## src/sv/tqsb_pkg.sv

```systemverilog
// Package: codes, widths, types and defaults of the two-queue shared buffer.
package tqsb_pkg;

	localparam int DEPTH_DEF     = 16;
	localparam int WORD_BITS_DEF = 32;
	localparam int OP_W          = 2;
	localparam int STATUS_W      = 2;
	localparam int DATA_W        = 32;

	localparam logic [OP_W-1:0] OP_ENQ_ONE = 2'd0;
	localparam logic [OP_W-1:0] OP_ENQ_TWO = 2'd1;
	localparam logic [OP_W-1:0] OP_DEQ_ONE = 2'd2;
	localparam logic [OP_W-1:0] OP_DEQ_TWO = 2'd3;

	localparam logic [STATUS_W-1:0] ST_OK        = 2'd0;
	localparam logic [STATUS_W-1:0] ST_OVERFLOW  = 2'd1;
	localparam logic [STATUS_W-1:0] ST_UNDERFLOW = 2'd2;

	typedef enum logic {
		S_IDLE,
		S_READ
	} state_t;

	// controller to datapath
	typedef struct packed {
		logic accept;
		logic capture;
	} tqsb_ctl_t;

	// datapath to controller
	typedef struct packed {
		logic is_read;
	} tqsb_stat_t;

endpackage

```

## src/sv/tqsb_ram.sv

```systemverilog
// Generic single-write, single-read RAM with registered read data.
module tqsb_ram
	import tqsb_pkg::*;
#(
	parameter int WIDTH = WORD_BITS_DEF,
	parameter int DEPTH = DEPTH_DEF,
	localparam int AW   = $clog2(DEPTH)
) (
	input  logic             clk,
	input  logic             we,
	input  logic [AW-1:0]    waddr,
	input  logic [WIDTH-1:0] wdata,
	input  logic             re,
	input  logic [AW-1:0]    raddr,
	output logic [WIDTH-1:0] rdata
);

	logic [WIDTH-1:0] mem_q [DEPTH];
	logic [WIDTH-1:0] rdata_q;

	always_ff @(posedge clk) begin
		if (we) begin
			mem_q[waddr] <= wdata;
		end
		if (re) begin
			rdata_q <= mem_q[raddr];
		end
	end

	assign rdata = rdata_q;

endmodule

```

## src/sv/tqsb_dp.sv

```systemverilog
// Datapath: queue pointers, shared storage and result register.
module tqsb_dp
	import tqsb_pkg::*;
#(
	parameter int DEPTH     = DEPTH_DEF,
	parameter int WORD_BITS = WORD_BITS_DEF
) (
	input  logic                       clk,
	input  logic                       arst_n,
	input  logic [OP_W-1:0]            op,
	input  logic signed [DATA_W-1:0]   value,
	output logic [STATUS_W-1:0]        status,
	output logic signed [DATA_W-1:0]   data,
	input  tqsb_ctl_t                  ctl,
	output tqsb_stat_t                 stat
);

	localparam int AW = $clog2(DEPTH);
	localparam int PW = $clog2(DEPTH + 1);
	localparam logic [PW-1:0] DEPTH_P = PW'(DEPTH);

	// queue one pointers are offset by one: zero means empty
	logic [PW-1:0] hu_q, tu_q, hd_q, td_q;
	logic [PW-1:0] hu_d, tu_d, hd_d, td_d;
	logic [PW-1:0] hu_inc, hu_dec, tu_inc, hd_dec, td_dec;
	logic          full, empty_one, empty_two;
	logic          wr, rd;
	logic [STATUS_W-1:0] st;
	logic [AW-1:0]       waddr, raddr;
	logic [WORD_BITS-1:0] wdata, rdata;
	logic [STATUS_W-1:0]      status_q;
	logic signed [DATA_W-1:0] data_q;

	assign wdata = WORD_BITS'($unsigned(value));

	always_comb begin
		full      = (tu_q == td_q);
		empty_one = (hu_q == '0) || (hu_q > tu_q);
		empty_two = (hd_q == DEPTH_P) || (hd_q < td_q);
		hu_inc    = hu_q + PW'(1);
		hu_dec    = hu_q - PW'(1);
		tu_inc    = tu_q + PW'(1);
		hd_dec    = hd_q - PW'(1);
		td_dec    = td_q - PW'(1);
		st        = ST_OK;
		wr        = 1'b0;
		rd        = 1'b0;
		waddr     = tu_q[AW-1:0];
		raddr     = hd_q[AW-1:0];
		hu_d      = hu_q;
		tu_d      = tu_q;
		hd_d      = hd_q;
		td_d      = td_q;
		case (op)
			OP_ENQ_ONE: begin
				waddr = tu_q[AW-1:0];
				if (full) begin
					st = ST_OVERFLOW;
				end else begin
					wr   = 1'b1;
					tu_d = tu_inc;
					if (hu_q == '0) begin
						hu_d = PW'(1);
					end
				end
			end
			OP_ENQ_TWO: begin
				waddr = td_dec[AW-1:0];
				if (full) begin
					st = ST_OVERFLOW;
				end else begin
					wr   = 1'b1;
					td_d = td_dec;
					if (hd_q == DEPTH_P) begin
						hd_d = DEPTH_P - PW'(1);
					end
				end
			end
			OP_DEQ_ONE: begin
				raddr = hu_dec[AW-1:0];
				if (empty_one) begin
					st = ST_UNDERFLOW;
				end else begin
					rd = 1'b1;
					if (hu_q >= tu_q) begin
						hu_d = '0;
						tu_d = '0;
					end else begin
						hu_d = hu_inc;
					end
				end
			end
			OP_DEQ_TWO: begin
				raddr = hd_q[AW-1:0];
				if (empty_two) begin
					st = ST_UNDERFLOW;
				end else begin
					rd = 1'b1;
					if (hd_q <= td_q) begin
						hd_d = DEPTH_P;
						td_d = DEPTH_P;
					end else begin
						hd_d = hd_dec;
					end
				end
			end
			default: begin
				st = ST_OK;
			end
		endcase
	end

	assign stat.is_read = rd;

	always_ff @(posedge clk or negedge arst_n) begin
		if (!arst_n) begin
			hu_q <= '0;
			tu_q <= '0;
			hd_q <= DEPTH_P;
			td_q <= DEPTH_P;
		end else if (ctl.accept) begin
			hu_q <= hu_d;
			tu_q <= tu_d;
			hd_q <= hd_d;
			td_q <= td_d;
		end
	end

	tqsb_ram #(
		.WIDTH (WORD_BITS),
		.DEPTH (DEPTH)
	) u_ram (
		.clk   (clk),
		.we    (ctl.accept && wr),
		.waddr (waddr),
		.wdata (wdata),
		.re    (ctl.accept && rd),
		.raddr (raddr),
		.rdata (rdata)
	);

	always_ff @(posedge clk) begin
		if (ctl.accept && !rd) begin
			status_q <= st;
			data_q   <= '0;
		end else if (ctl.capture) begin
			status_q <= ST_OK;
			data_q   <= $signed(DATA_W'(rdata));
		end
	end

	assign status = status_q;
	assign data   = data_q;

endmodule

```

## config.mk

```make
export PLATFORM = sky130hd
export DESIGN_NAME = tqsb_dp
export DESIGN_NICKNAME = d
export VERILOG_FILES = /design/src/sv/tqsb_pkg.sv /design/src/sv/tqsb_ram.sv /design/src/sv/tqsb_dp.sv
export SDC_FILE = /design/constraint.sdc
export NUM_CORES = 1
export LEC_CHECK = 0
export ABC_AREA = 1
export BUFFER_PORTS_ARGS = -buffer_cell sky130_fd_sc_hd__buf_2
export CAP_MARGIN = 10
export CORE_UTILIZATION = 45
export DETAILED_ROUTE_END_ITERATION = 12
export PLACE_DENSITY = 0.71
export SLEW_MARGIN = 20
export SYNTH_ARGS = -nofsm -noshare
export SYNTH_HDL_FRONTEND = slang
export SYNTH_SLANG_ARGS = --single-unit
```

## constraint.sdc

```tcl
create_clock -name clk -period 4.1 [get_ports clk]
set_input_delay 0.82 -clock clk [delete_from_list [all_inputs] [get_ports clk]]
set_output_delay 0.82 -clock clk [all_outputs]
set_load 0.005 [all_outputs]
```

Yosys cells after proc, flatten, opt, wreduce, memory -nomap -nowiden

Memories as Yosys holds them, arrays and structs flattened. A register that Yosys moved wholly into a read port is not among the register bits.
Index checks and enable logic that the tools add are counted.

Register bits: 54
Latch bits: 0
Bits in writable memories: 512
Bits in read-only memories: 0
Input port bits: 38
Output and inout bits: 35
Logic and storage cells: 78
Memories kept: 1

$add $sub $neg: 5
Multipliers: 0
Div/mod/pow operators: 0
Magnitude comparators: 4
Equality and inequality tests: 13
Shift-type cells: 0
Multiplexer cells: 33
Bitwise operators: 0
Reduce and logical (&&, ||, !) cells: 16

Memories:

| name        | words | bits a word | rd ports | clocked after memory_dff | write ports | line           | RTL |
|---|---|---|---|---|---|---|---|
| u_ram.mem_q | 16    | 32          | 1        | 1                        | 1           | tqsb_ram.sv:18 | `logic [WIDTH-1:0] mem_q [DEPTH];` |

Operators with widths:

| cell                                             | count |
|---|---|
| two-way mux 5 bit                                | 14 |
| case mux 5 bit (2 select lines)                  | 4 |
| AND reduction 5 bit                              | 4 |
| inequality test 2 bit, second input constant     | 8 |
| adder 5 x 1 -> 5 bit, second input constant      | 2 |
| subtractor 5 x 1 -> 5 bit, second input constant | 2 |
| two-way mux 2 bit                                | 4 |
| two-way mux 4 bit                                | 2 |
| two-way mux 1 bit                                | 7 |
| case mux 2 bit (3 select lines)                  | 1 |
| nonzero test 2 bit                               | 3 |
| == test 5 bit                                    | 1 |
| == test 5 bit, second input constant             | 1 |
| greater-or-equal comparator 5 bit                | 1 |
| > comparator 5 bit                               | 1 |
| <= comparator 5 bit                              | 1 |
| zero test 5 bit                                  | 1 |
| < comparator 5 bit                               | 1 |
| == test 2 bit, second input constant             | 2 |
| subtractor 4 x 1 -> 4 bit, second input constant | 1 |
| logical AND 1 bit                                | 3 |
| == test 2 x 1 -> 1 bit, second input constant    | 1 |
| zero test 2 bit                                  | 1 |
| logical OR 1 bit                                 | 2 |
| other kinds (3)                                  | 3 |

Depth between registers and ports, before layout

Depth after elaboration: 7
Depth in mapped cells: 13
Depth with buffers taken out: 12

Cells and area by module

A second synthesis with hierarchy kept.

Cell total of the unflattened synthesis: 2605
Area total of the unflattened synthesis: 26377.8 um^2

Modules (own cells, without submodules):

| module   | instances | cells an instance | area each (um^2) | sequential area each (um^2) |
|---|---|---|---|---|
| tqsb_ram | 1         | 2120              | 23050.9          | 16335.7 |
| tqsb_dp  | 1         | 485               | 3326.9           | 1203.7 |

Least setup slack after synthesis

Ideal clock, no wire load.

Path kind: in2reg
Start point: in op[0]
End point: mem u_ram.mem_q[3][0] (netlist bit) (enable)
Setup time: 461 ps
Arrival: 3724 ps
Required time: 3639 ps
Path slack: -85 ps
Cell stages on the path: 6
Buffers on the path: 0
Cell sequence: inv_1 > nor2_1 > inv_1 > o21ai_0 > nand2_1 > nor3_1

Word-level cells in the longest chain between the ends: 6
Elaborated cells between the ends (all ways): 8
Those cells by class: eq/ne (1); mux (4); reduce/logical (3)

RTL lines:

| item                                                      | line           | RTL |
|---|---|---|
| start, declared                                           | tqsb_dp.sv:10  | `input logic [OP_W-1:0] op,` |
| == test 2 x 1 -> 1 bit or zero test 2 bit (tied branches) | tqsb_dp.sv:54  | `case (op)` |
| OR reduction 2 bit (no source line)                       | n/a            |  |
| two-way mux 1 bit                                         | n/a            |  |
| logical AND 1 bit                                         | tqsb_dp.sv:134 | `.we (ctl.accept && wr),` |
| two-way mux 1 bit                                         | tqsb_ram.sv:22 | `if (we) begin` |
| two-way mux 1 bit (implied by the code)                   | tqsb_ram.sv:23 | `mem_q[waddr] <= wdata;` |
| end, declared                                             | tqsb_ram.sv:18 |  |

Several ways; a longest one is shown, not always the timed one.

Final worst setup path

Start point: reg td_q[4]
End point: out stat

Word-level cells in the longest chain between the ends: 4

RTL lines:

| item                            | line           | RTL |
|---|---|---|
| start, declared                 | tqsb_dp.sv:23  | `logic [PW-1:0] hu_q, tu_q, hd_q, td_q;` |
| start signal, assigned          | tqsb_dp.sv:125 | `td_q <= td_d;` |
| < comparator 5 bit              | tqsb_dp.sv:39  | `empty_two = (hd_q == DEPTH_P) \|\| (hd_q < td_q);` |
| logical OR 1 bit                | tqsb_dp.sv:39  |  |
| two-way mux 1 bit               | tqsb_dp.sv:95  | `if (empty_two) begin` |
| case mux 1 bit (2 select lines) | tqsb_dp.sv:54  |  |
| end, declared                   | tqsb_dp.sv:15  | `output tqsb_stat_t stat` |

Every way passes these cells.

==> flow_summary.json <==
{
  "wirelength_um": 62000,
  "start_util": 0.457,
  "end_kind": "output pin",
  "areaGrowthSynthToFinish_pct": 11.9,
  "synthArstFlopShare": 0.0334,
  "maxCapViolCount": 0,
  "synthMostInstantiatedCell": "nand2_1",
  "wl_per_cell_um": 18.6,
  "cts_sinks": 598,
  "clk_path_buf_depth": 3,
  "holdCritPathClass": "in -> async",
  "finalCriticalPeriod_ns": 3.36,
  "root_buffer": "clkbuf_16",
  "synth.top_cells.by_area": "edfxtp_1, nand2_1, nand3_1",
  "synth_edf_count": 546,
  "vias_per_cell": 5.17,
  "period_share": 0.819,
  "fill_cells": 4895,
  "route.detailed.drc": 0,
  "p_per_area_mw_per_mm2": 637,
  "ant_nets": 0,
  "reg2reg_depth": 9,
  "ys_seq_elements": 598,
  "die_w_um": 242,
  "port_buffers": 72,
  "startpoint_type": "flop",
  "avgSynthCellArea_um2": 10.5,
  "syn-instance-count": 2465,
  "critical_path_arrival_ns": 2.54,
  "crit_family": "simple AND/OR/NAND/NOR gates",
  "max_stage_delay_ns": 0.57,
  "fin_tns_setup_ns": 0,
  "grt_pass1_wl_um": 95400,
  "worst-path-buf-inv": 3,
  "crit_fanout": 8,
  "rows": 87,
  "worst_skew_pair.late_latency_ns": 0.64,
  "final_layout_size_suffix_gt1_frac": 0.0918,
  "placement.cell_area_mm2": 0.0271,
  "ys_types": 29,
  "postCtsSetupBuffers": 0,
  "gp_congestion": 0.833,
  "netlist_area_mm2": 0.0259,
  "grt_pass1_vias": 16700,
  "slowest_stage": "dfstp_2",
  "grtUsageTotal": 0.212,
  "multi_input_area_mm2": 0.00625,
  "path_clk_slew_ns": 0.06,
  "p_leak_uw": 0.0123,
  "tightest_slew_ns": 1.10,
  "dr.first_iter.drc_count": 1690,
  "die_h_um": 242,
  "cts_resized": 0,
  "rrSetupSlack_ns": 1.03,
  "fmax_mhz": 298,
  "seq_area_mm2": 0.0175,
  "hpwl_um": 32100,
  "synth.top_cells.by_count": "nand2_1, edfxtp_1, inv_1",
  "numCtsBuffers": 60,
  "design_area_mm2": 0.0290,
  "ctsHoldBuffers": 0,
  "yosys_warnings": 0,
  "dieArea_mm2": 0.0585,
  "status": "complete, no violations",
  "antenna_found_initial": 4,
  "crit_cells": 9,
  "synth_top_area_share": 0.633,
  "overflow": 0,
  "synth-seq-area-share": 0.677,
  "worstPathCellList": "inv_1 > ha_1 > nand2_1 > inv_1 > nand4_1 > nand3_1 > nand3_1 > nand2_1 > buf_2",
  "ios": 73,
  "setup_viol": 0,
  "num_vias": 17200,
  "htreeDepth": 2,
  "timing.rr.start": "tu_q[2]",
  "cp.required_ns": 3.28,
  "slew_headroom": 0.267,
  "synth_nets": 2519,
  "fin_nets": 2577,
  "synth-main-ff-cell": "edfxtp_1",
  "drv_slew": 0,
  "core_mm2": 0.0566,
  "synth_top_cell_by_area": "edfxtp_1",
  "dp_cells": 3217,
  "finalHoldViolCount": 0,
  "tritoncts": "built",
  "skew_ns": 0.0190,
  "stdcell_count": 3330,
  "vdd_drop_max_uv": 422,
  "critical_path_class": "reg -> out",
  "rsz0062_at_grt": "false",
  "dr.pass1.iters": 5,
  "worstReg2RegEnd": "u_ram.mem_q[13][18]",
  "grt_max_degree": 131
}
## how the worst max path moves through the flow
stage	slack [ns]	end	from
after floorplan	-0.08	u_ram.mem_q[3][0]	op[0]
after global placement	0.88	u_ram.rdata[21]	op[1]
after detailed placement	0.86	u_ram.rdata[17]	op[1]
after CTS	0.73	stat	td_q[4]
after global routing	0.59	stat	td_q[4]
final	0.74	stat	td_q[4]
## worst register-to-register path, stage by stage (launching register included)
cell and delay, ns:
dfrtp_1 0.46, inv_1 0.13, nand2_1 0.06, nand2_1 0.06, nor2_1 0.06, nand3_1 0.13, nand3_1 0.57, buf_4 0.42
nor3_2 0.23, buf_4 0.57
## registers in the layout, summed over array words and instances (netlist names)
signal / cells
data: 32
status: 2
td_q: 5
hu_q: 5
u_ram.rdata: 32
tu_q: 5
u_ram.mem_q: 512
hd_q: 5
## kinds of logic after synthesis
kind of cell / count (synthesis) / synth area share
fa+ha+maj: 16 / 0.00773
simple gates: 1228 / 0.198
flops: 598 / 0.677
compound gates: 90 / 0.0241
buf+inv: 516 / 0.0873
xor+xnor: 17 / 0.00575
## metrics by stage
step                      setup slack [ns]  total power (uW)  hold WS (ns)  utilization
after floorplan                    -0.0850             11700         0.475            -
final                                0.740             18400         0.142        0.512
after global routing                 0.590             19500         0.176        0.512
after detailed placement             0.859             13200         0.515        0.478
after global placement               0.877             13100         0.506        0.478
after CTS                            0.731             18500         0.140        0.512
## final cells by class
| cell class | instances | area share |
|---|---|---|
| diodes | 2 | 0.000173 |
| clock buffers | 75 | 0.0548 |
| clock inverters | 36 | 0.0108 |
| inverters | 395 | 0.0514 |
| multi-input cells | 1351 | 0.216 |
| flip-flops and latches | 598 | 0.605 |
| well taps | 756 | 0.0326 |
| repair buffers | 117 | 0.0293 |
## metal layers
layer	up-vias	track usage	wire, um
met2	680	0.348	29400
met4	6	0.0670	1470
met5	-	0.00572	69
li1	8206	-	-
met3	114	0.0365	5460
met1	8216	0.288	25600
## layout by cell type (no fill, tap or decap), types with 13 or more instances in the layout
cell type / count
clkbuf_1: 13
inv_1: 391
clkbuf_16: 61
dfxtp_1: 32
nor2_1: 22
nand4_1: 16
clkinv_2: 19
ha_1: 16
nand2_1: 825
edfxtp_1: 546
buf_4: 33
nand3_1: 343
buf_2: 72
dfrtp_1: 18
o211ai_1: 64
o21ai_0: 16
## where the power goes
group          internal (uW)  leakage [uW]  switching (uW)
Combinational           1680       0.00592            3920
Clock                   3000      0.000947            2280
Sequential              7300       0.00544             267
No activity file was read; power rests on OpenSTA's default activity.
